[config.mk]
export PLATFORM = sky130hd
export DESIGN_NAME = fresrefl_div
export DESIGN_NICKNAME = d
export VERILOG_FILES = /design/src/hw/rtl/fresrefl_div.sv
export SDC_FILE = /design/constraint.sdc
export NUM_CORES = 2
export LEC_CHECK = 0
export BUFFER_PORTS_ARGS = -buffer_cell sky130_fd_sc_hd__buf_2
export CAP_MARGIN = 30
export CORE_MARGIN = 3
export CORE_UTILIZATION = 45
export CTS_BUF_LIST = sky130_fd_sc_hd__clkbuf_4 sky130_fd_sc_hd__clkbuf_8
export CTS_CLUSTER_DIAMETER = 60
export CTS_CLUSTER_SIZE = 30
export DETAILED_ROUTE_END_ITERATION = 16
export GPL_TIMING_DRIVEN = 0
export PLACE_DENSITY = 0.64
export SYNTH_ARGS = -nofsm -noshare
export SYNTH_HDL_FRONTEND = slang
export SYNTH_SLANG_ARGS = --single-unit
[constraint.sdc]
create_clock -name clk -period 3.1 [get_ports clk]
set_clock_uncertainty 0.15 [all_clocks]
set_input_delay 0.465 -clock clk [delete_from_list [all_inputs] [get_ports clk]]
set_output_delay 0.465 -clock clk [all_outputs]
set_load 0.05 [all_outputs]
[src/hw/rtl/fresrefl_div.sv]
// ----------------------------------------------------------------------------
// fresrefl_div
// Pipelined restoring divider: floor(({hi, lo}) / den), one quotient bit per
// stage, for hi below den.
// ----------------------------------------------------------------------------
module fresrefl_div #(
  parameter int HW = 16,
  parameter int QB = 30,
  parameter int SW = 1
) (
  input  logic          clk,
  input  logic          rst,
  input  logic          en,
  input  logic          in_valid,
  input  logic [HW-1:0] in_hi,
  input  logic [QB-1:0] in_lo,
  input  logic [HW-1:0] in_den,
  input  logic [SW-1:0] in_side,
  output logic          out_valid,
  output logic [QB-1:0] out_q,
  output logic [SW-1:0] out_side
);

  logic [HW-1:0] rem  [0:QB];
  logic [QB-1:0] lo   [0:QB];
  logic [QB-1:0] q    [0:QB];
  logic [HW-1:0] den  [0:QB];
  logic [SW-1:0] side [0:QB];
  logic          vld  [0:QB];

  assign rem[0]  = in_hi;
  assign lo[0]   = in_lo;
  assign q[0]    = '0;
  assign den[0]  = in_den;
  assign side[0] = in_side;
  assign vld[0]  = in_valid;

  for (genvar k = 0; k < QB; k++) begin : g_stage
    logic [HW:0] rem2, diff;
    logic        take;

    assign rem2 = {rem[k], lo[k][QB-1]};
    assign diff = rem2 - {1'b0, den[k]};
    assign take = rem2 >= {1'b0, den[k]};

    always_ff @(posedge clk) begin
      if (rst) begin
        vld[k+1] <= 1'b0;
      end else if (en) begin
        vld[k+1] <= vld[k];
      end
    end

    always_ff @(posedge clk) begin
      if (en) begin
        rem[k+1]  <= take ? diff[HW-1:0] : rem2[HW-1:0];
        lo[k+1]   <= lo[k] << 1;
        q[k+1]    <= (q[k] << 1) | QB'(take);
        den[k+1]  <= den[k];
        side[k+1] <= side[k];
      end
    end
  end

  assign out_valid = vld[QB];
  assign out_q     = q[QB];
  assign out_side  = side[QB];

endmodule

==> flow_summary.yaml <==
outcome:
  run_status: "finished, violations left"
  violations: "negative setup slack"
die:
  die_h_um: 441
  start_util: 0.453
  rows: 159
  core_um2: 188000
  ios: 99
  fp.dieW_um: 441
  dieArea_um2: 195000
timing:
  rsz0062_at_grt: "true"
  hold_viol: 0
  timing.final.ws_setup_ns: -0.144
  fmax_mhz: 308
  setup_viol: 22
  worstMarginPinSlew_ns: 1.12
  slew_headroom: 0.255
  post-route-period-util: 1.05
  min_period_ns: 3.24
  slew_violations: 0
layout:
  layout_commonest_cell: "edfxtp_1"
  drive_gt1_frac: 0.179
  layout_common_cells: "1858 x edfxtp_1, 593 x inv_1, 439 x ha_1"
  fin_nets: 7141
  multi_input_area_um2: 27600
  final_cell_count_no_fill: 9196
  syn2layout_area_growth_pct: 14.7
  final_area_um2: 97700
  final-seq-area_um2: 56400
  nFillCells: 15628
worst_setup_path:
  worst_setup_path_start_kind: "flop"
  cp_num_buf_inv: 2
  cp_max_fo: 4
  required_ns: 3.63
  crit_family: "compound AO/OA/AOI/OAI gates"
  path_class: "flop to flop"
  cp_cell_sequence: "inv_2 -> ha_4 -> nor2b_4 -> o31a_1 -> o31a_1 -> o21bai_2 -> a31oi_4 -> a2111oi_4 -> o21ai_4 -> clkbuf_16 -> mux2_4"
  crit_slowest_cell: "edfxtp_1"
  crit_arrival_ns: 3.77
  crit_top_cell: "o31a_1"
  worstSetupEndpointType: "flop"
  cpPeakStageDelay_ns: 0.43
detailed_routing:
  routedWlPerCell_um: 17.3
  ant_nets: 0
  drt_iter0_drc: 3464
  vias: 47947
  vias_per_cell: 5.21
  drtPass1Iterations: 6
  drc: 0
  postRouteWirelength_mm: 159
synthesis:
  synthCells: 6003
  synthArstFlopShare: 0
  synth.ff_latch_count: 1888
  netlist_area_um2: 85200
  synthFlopType: "edfxtp_1"
  ys_types: 90
  synth.avg_cell_area_um2: 14.2
  yosysWarnings: 0
  synth-edff-count: 1858
  synthesis.nets: 6579
  yosysSeqAreaShare: 0.662
global_route:
  grt_pass1_vias: 47082
  gr-total-overflow: 0
  antenna_found_initial: 3
  grt_max_degree: 188
  grt_pass1_wl_mm: 250
  grt_use_total: 0.160
clocking:
  cts_tree: "yes"
  clk_pin_slew_worst_paths_ns: 0.11
  h-tree-depth: 4
  numCtsBuffers: 157
  cts_sinks: 1888
  root_buffer: "clkbuf_8"
  clock_latency_ns: 0.97
  cts_buffer_depth: 3
placed_design:
  placed_cells: 8607
  io_buffer_count: 97
  placed_area_um2: 89100
  globalplace.congestion: 0.890
  dpl.hpwl_mm: 106
flow_run:
  drv_cap: 0
power_and_ir_drop:
  p_per_area_nw_per_um2: 948
  swShare: 0.348
  p_sw_uw: 32200
  seqPwrFrac: 0.404
  p_leak_uw: 0.0376
  pwr-share-clk: 0.174
  peakVddDrop_v: 0.000540
  p_int_uw: 60300
  pwr-share-comb: 0.422
worst_hold_path:
  holdCritPathClass: "primary input to flop"
power by group through the flow:
stage	Sequential [µW]	Clock [µW]	Combinational (µW)
after floorplan	36800	0	26200
after global placement	39300	0	33000
after detailed placement	38000	0	33600
after CTS	37400	16900	36400
after global routing	37900	17900	43000
final	37400	16100	39100
logic make-up after synthesis:
kind of cell    count (synthesis)  synth area share
mux                           344            0.0448
buf+inv                       712            0.0336
xor+xnor                      326            0.0335
flops                        1888             0.662
simple gates                  998            0.0555
compound gates               1226            0.0933
fa+ha+maj                     509            0.0773
cells in the mapped netlist (9+ instances only):
cell type,n,share of area
o211ai_1,10,0.00088
a21boi_0,15,0.0013
mux2i_1,68,0.0080
nand4_1,54,0.0040
a21oi_1,362,0.021
edfxtp_1,1858,0.65
o2111ai_1,9,0.00093
nor2_1,353,0.016
o21ai_0,254,0.015
a21o_1,144,0.013
inv_1,605,0.027
a221oi_1,13,0.0013
nor2b_1,78,0.0057
nand3_1,75,0.0044
xnor2_1,218,0.022
clkbuf_1,44,0.0019
dfxtp_1,30,0.0070
nand2_1,202,0.0089
and2_1,10,0.00073
nor3_1,76,0.0045
o31a_1,31,0.0032
o21ai_1,12,0.00071
or3_1,15,0.0011
and3_1,23,0.0017
or2_2,15,0.0011
nand2b_1,58,0.0043
nor4_1,14,0.0010
xor2_1,108,0.011
a31o_2,10,0.0010
a211oi_1,35,0.0031
mux2_2,268,0.035
o31ai_1,26,0.0023
buf_2,23,0.0014
o22ai_1,12,0.00088
fa_1,29,0.0068
o21bai_1,43,0.0038
buf_4,33,0.0029
a31oi_1,40,0.0029
o21a_1,92,0.0081
ha_1,480,0.070
state kept, by name, summed over array words and instances, names as in the netlist:
name,count
out_valid,1
den,464
out_side,1
lo,406
out_q,30
side,29
q,435
vld,29
g_stage.rem2,493
area by class of cell:
type,count,area share
buffer,100,0.00820
tap,2495,0.0320
clock inverter,124,0.0161
sequential,1888,0.577
inverter,605,0.0232
timing repair buffer,410,0.0375
antenna,4,0.000102
multi-input combinational,3403,0.282
clock buffer,167,0.0233
repair_timing:
item / in CTS / in global routing
endpoints found under the hold margin: 153 / 0
gates cloned: 4 / 1
buffers inserted: 88 / 99
pin swaps: 46 / 76
resized for setup: 218 / 269
endpoints found under the setup margin: 598 / 531
hold buffers: 111 / 0
stage by stage:
stage	total power [µW]	hold WS (ns)	TNS [ns]	setup WS [ns]	util
3_3_place_gp	72300	0.250	-	-28.00	0.472
4_1_cts	90800	0.00443	-2.46	-0.183	0.510
2_1_floorplan	63000	0.250	0	0.00776	-
5_1_grt	98800	0.00770	-8.75	-0.278	0.520
6_report	92600	0.113	-1.81	-0.144	0.520
3_5_place_dp	71600	0.255	-905.32	-1.62	0.474
metal layers:
metal  vias up  share of wire  global-route usage
li1      23493              -                   -
met1     23410           0.45               0.217
met2       816           0.48               0.266
met3       228          0.039              0.0257
met4         0          0.022              0.0443
met5         -              0                   0
path summary, 6_finish.rpt:
check / startpoint / slack (ns) / depth (start not counted) / end
min: in_den[12] / 0.11 / 2 / den[476]
min reg2reg: lo[793] / 0.25 / 0 / lo[764]
max: den[49] / -0.14 / 11 / g_stage[28].rem2[11]
max reg2reg: den[49] / -0.14 / 11 / g_stage[28].rem2[11]
No activity file was read; power rests on OpenSTA's default activity.
