[config.mk]
export PLATFORM = sky130hd
export DESIGN_NAME = fresrefl_front
export DESIGN_NICKNAME = d
export VERILOG_FILES = /design/src/hw/rtl/fresrefl_pkg.sv /design/src/hw/rtl/fresrefl_front.sv
export SDC_FILE = /design/constraint.sdc
export NUM_CORES = 2
export LEC_CHECK = 0
export ABC_CLOCK_PERIOD_IN_PS = 12200
export BUFFER_PORTS_ARGS = -buffer_cell sky130_fd_sc_hd__buf_2
export CAP_MARGIN = 25
export CORE_MARGIN = 4
export CORE_UTILIZATION = 60
export CTS_CLUSTER_DIAMETER = 60
export CTS_CLUSTER_SIZE = 12
export DETAILED_ROUTE_END_ITERATION = 16
export GPL_TIMING_DRIVEN = 0
export MAX_ROUTING_LAYER = met4
export PLACE_DENSITY = 0.77
export SYNTH_ARGS = -nofsm -noshare
export SYNTH_HDL_FRONTEND = slang
export SYNTH_SLANG_ARGS = --single-unit
[constraint.sdc]
create_clock -name clk -period 12.2 [get_ports clk]
set_clock_uncertainty 0.05 [all_clocks]
set_input_delay 1.22 -clock clk [delete_from_list [all_inputs] [get_ports clk]]
set_output_delay 1.22 -clock clk [all_outputs]
set_load 0.1 [all_outputs]
[src/hw/rtl/fresrefl_pkg.sv]
// ----------------------------------------------------------------------------
// fresrefl_pkg
// Shared widths and fixed-point constants of the Fresnel reflectance pipeline.
// ----------------------------------------------------------------------------
package fresrefl_pkg;

  localparam int VEC_FRAC_BITS_DEF = 14;

  // A value in [0, 1.0] held in Q30 needs 31 bits, its square in Q60 needs 61.
  localparam int Q30_W   = 31;
  localparam int Q60_W   = 61;
  localparam int FRAC_Q  = 30;
  localparam int IDX_W   = 16;
  localparam int IDX_FRAC = 12;
  localparam int PROD_W  = IDX_W + Q30_W;
  localparam int RAT_W   = PROD_W + 1;

  localparam logic [Q60_W-1:0] ONE_Q60 = Q60_W'(1) << 60;
  localparam logic [Q30_W-1:0] ONE_Q30 = Q30_W'(1) << FRAC_Q;
  localparam logic [15:0]      KR_ONE  = 16'h8000;
  localparam int               KR_SHIFT = 46;

endpackage

[src/hw/rtl/fresrefl_front.sv]
// ----------------------------------------------------------------------------
// fresrefl_front
// Dot product of incident and normal, clamp to Q30 cosine, and 1 - cos^2.
// ----------------------------------------------------------------------------
module fresrefl_front #(
  parameter int VEC_FRAC_BITS = fresrefl_pkg::VEC_FRAC_BITS_DEF
) (
  input  logic                              clk,
  input  logic                              rst,
  input  logic                              en,
  input  logic                              in_valid,
  input  logic signed [15:0]                incident_x,
  input  logic signed [15:0]                incident_y,
  input  logic signed [15:0]                incident_z,
  input  logic signed [15:0]                normal_x,
  input  logic signed [15:0]                normal_y,
  input  logic signed [15:0]                normal_z,
  input  logic [fresrefl_pkg::IDX_W-1:0]    refr_index,
  output logic                              out_valid,
  output logic [fresrefl_pkg::Q30_W-1:0]    cos_q30,
  output logic [fresrefl_pkg::IDX_W-1:0]    idx,
  output logic                              leaving,
  output logic [fresrefl_pkg::Q60_W-1:0]    sin_sq
);

  localparam int FB2 = 2 * VEC_FRAC_BITS;
  localparam int CW  = (FB2 + 1 > 32) ? FB2 + 1 : 32;
  localparam logic [CW-1:0] ONE_RAW = CW'(1) << FB2;

  logic                v1, v2, v3, v4;
  logic signed [31:0]  px, py, pz;
  logic [15:0]         idx1, idx2, idx3;
  logic [30:0]         c2, c3;
  logic                lv2, lv3;
  logic [61:0]         cc3;

  logic signed [32:0]  dot;
  logic [32:0]         magd;
  logic [CW-1:0]       magw, magc, cfull;

  assign dot  = 33'(px) + 33'(py) + 33'(pz);
  assign magd = dot[32] ? 33'(-dot) : 33'(dot);
  assign magw = CW'(magd[31:0]);
  assign magc = (magw > ONE_RAW) ? ONE_RAW : magw;

  generate
    if (FB2 >= 30) begin : g_shr
      assign cfull = magc >> (FB2 - 30);
    end else begin : g_shl
      assign cfull = magc << (30 - FB2);
    end
  endgenerate

  always_ff @(posedge clk) begin
    if (rst) begin
      v1 <= 1'b0;
      v2 <= 1'b0;
      v3 <= 1'b0;
      v4 <= 1'b0;
    end else if (en) begin
      v1 <= in_valid;
      v2 <= v1;
      v3 <= v2;
      v4 <= v3;
    end
  end

  always_ff @(posedge clk) begin
    if (en) begin
      px   <= incident_x * normal_x;
      py   <= incident_y * normal_y;
      pz   <= incident_z * normal_z;
      // A zero index is taken as the smallest one.
      idx1 <= (refr_index == '0) ? 16'd1 : refr_index;

      c2   <= cfull[30:0];
      lv2  <= !dot[32] && (dot != '0);
      idx2 <= idx1;

      cc3  <= c2 * c2;
      c3   <= c2;
      lv3  <= lv2;
      idx3 <= idx2;

      sin_sq  <= fresrefl_pkg::ONE_Q60 - cc3[60:0];
      cos_q30 <= c3;
      leaving <= lv3;
      idx     <= idx3;
    end
  end

  assign out_valid = v4;

endmodule

==> flow_summary.ini <==
[worst_setup_path]
setup.worst_path.start = c2[12]
rr_endpoint = cc3[59]
cpPeakStageDelay_ns = 0.87
critPathArrivalTime_ns = 11.05
r2r_start = c2[12]
crit_fanout = 10
cp_slowest_cell = clkbuf_1
cp-end-kind = register
crit_path_start_kind = register
reg2reg_slack_ns = 1.46
path_class = reg2reg
worstPathRequired_ns = 12.51
cpMostUsedCell = fa_1
reg2reg_depth = 31

[clocking]
cts_num_sinks = 364
hold_buffers = 0
numCtsBuffers = 44
cts_max_path_buffers = 3
clk_pin_slew_worst_paths_ns = 0.06
clock_latency_ns = 0.61
cts_root_buf = clkbuf_16
htree_levels = 2
tritoncts = yes
post_cts.repair.setup_buffers = 0
cts_resized = 0

[floorplan]
initial_core_util = 0.6042
core_area_um2 = 114200
rows = 124
num_io_pins = 226
die_area_um2 = 120500
die_h_um = 347.1
die_x_um = 347.1

[routing]
drtIter0Drc = 3164
vias_per_cell = 5.505
wl_per_cell_um = 20.17
vias = 47570
wl_mm = 174.3
ant_nets = 0
drcViolationCount = 0
drt_pass1_iterations = 6

[synthesis]
synth_ff_type = edfxtp_1
netlist_area_um2 = 69000
ys_warn_count = 0
synth.top_cells.by_area = fa_1 (43%), edfxtp_1 (16%), ha_1 (9.5%)
synth_top_cell_by_area = fa_1
ys_seq_area_frac = 0.1578
synth_edf_count = 360
synth_cell_types = 89
async_flop_share = 0
synth_cells = 6824
synth_seq_cells = 364
synth.avg_cell_area_um2 = 10.11
synth_top_area_frac = 0.4265

[min_path]
min-delay-start = idx1[1]
holdPathStages = 0
hold_end = idx2[1]
hp-class = reg2reg

[cells_and_area]
final_cells = 8642
seq_area_um2 = 10890
areaGrowthSynthToFinish_pct = 6.530
n_fill_cell = 9217
nets = 9210
multiInputGateArea_um2 = 50950
drive_gt1_frac = 0.05276

[global_route]
grt_pass1_wl_mm = 279.5
grt.overflow.total = 0
use_met1 = 0.3854
grt_max_degree = 132
grt_pass1_vias = 51320
grtUsageMet3 = 0.05680
grt_busiest_layer = met2
use_met2 = 0.5005
grt_use_total = 0.3071
antenna_found_initial = 6

[placement]
port_buffers = 219
dp_cells = 8565
place_ws_ns = 1.655
dp_hpwl_mm = 148.6
gp_congestion = 1.003

[job]
drv_cap = 0

[sta]
fin_worst_hold_slack_ns = 0.3661
min_period_over_period = 0.8804
slew_viol_final = 0
rsz0062_at_grt = no
tightestPinTransition_ns = 1.160
setup_violations = 0
hold_viol_final = 0
timing.slew.headroom = 0.2268
fin_ws_ns = 1.459
setup_tns_ns = 0
fmax_ghz = 0.09310
layout_min_cycle_time_ns = 10.74

[run_status]
status = complete, no violations
stage by stage:
step                  util  instance area (µm²)
floorplan                -                69010
global placement    0.6306                72000
detailed placement  0.6314                72100
CTS                 0.6436                73490
global route        0.6437                73500
finish              0.6437                73500
registers in the layout (all words and copies together) (netlist names), 28 cells and up:
register,cells
c2,29
cos_q30,28
cc3,55
c3,29
px,32
py,32
sin_sq,56
pz,32
worst max-delay path: cells and delay by family (launching register included):
kind / cells / cell delay (ns)
AOI/OAI and AO/OA: 9 / 2.36
xor gates and xnor gates: 1 / 0.13
adders and majority gates: 9 / 4.41
buffers and inverters: 9 / 2.33
DFF: 1 / 0.55
and+or+nand+nor: 3 / 0.67
layer usage:
layer  part of all wire  vias to the layer above
li1                   -                    21230
met4              0.047                        0
met5                  0                        -
met1               0.38                    24100
met2               0.49                     1812
met3              0.083                      421
cells in the final DEF, fill, tap and decap left out, types with 9 or more instances in the layout:
master and count:
a21o_1 79, nor4_1 16, mux2i_1 12, and3_1 25, buf_2 221, clkbuf_16 45, nand2_1 712, nor3_1 54
o211ai_1 16, o21ai_0 83, inv_1 1663, o21bai_1 26, nor2_1 187, edfxtp_1 360, ha_1 525, and2_1 486
nand2b_1 69, a31oi_1 14, nor3b_1 9, a21oi_1 148, fa_1 1470, nor2b_1 27, or2_2 15, a211oi_1 25
nor3_2 26, or3_1 21, or4_1 9, o21a_1 31, clkbuf_1 225, nand4_1 18, xor2_1 83, nand3_1 45
xnor2_1 191
layout make-up:
type                            count  share of cell area
Multi-Input combinational cell   4570              0.6931
Sequential cell                   364              0.1482
Inverter                         1666             0.08508
Tap cell                         1512             0.02574
Timing Repair Buffer              224             0.01627
Clock buffer                       57             0.01593
Buffer                            229             0.01256
Clock inverter                     16            0.002962
Antenna cell                        4           0.0001362
cell usage after synthesis (all sizes together) (81+ instances only):
library cell,count
and2,486
xor2,83
fa,1470
a21oi,149
xnor2,191
edfxtp,360
clkbuf,213
nor2,187
nor3,81
o21ai,89
nand2,712
inv,1664
ha,525
worst max-delay path by stage:
| stage | slack, ns | endpoint | cells past startpoint |
|---|---|---|---|
| floorplan | 3.99 | cc3[59] | 30 |
| global placement | 1.52 | cc3[60] | 26 |
| detailed placement | 1.66 | cc3[59] | 31 |
| CTS | 1.65 | cc3[59] | 31 |
| global route | 1.15 | cc3[59] | 31 |
| finish | 1.46 | cc3[59] | 31 |
kinds of logic after synthesis:
group | synth area share
adders and majority gates | 0.5217
other | 0.00005435
AOI/OAI and AO/OA | 0.05185
buffers and inverters | 0.1040
xor gates and xnor gates | 0.03478
muxes | 0.002394
DFF | 0.1578
and+or+nand+nor | 0.1273
Power is not shown: default switching activity piles up to over one toggle a cycle in this logic, so the estimate is an artifact.
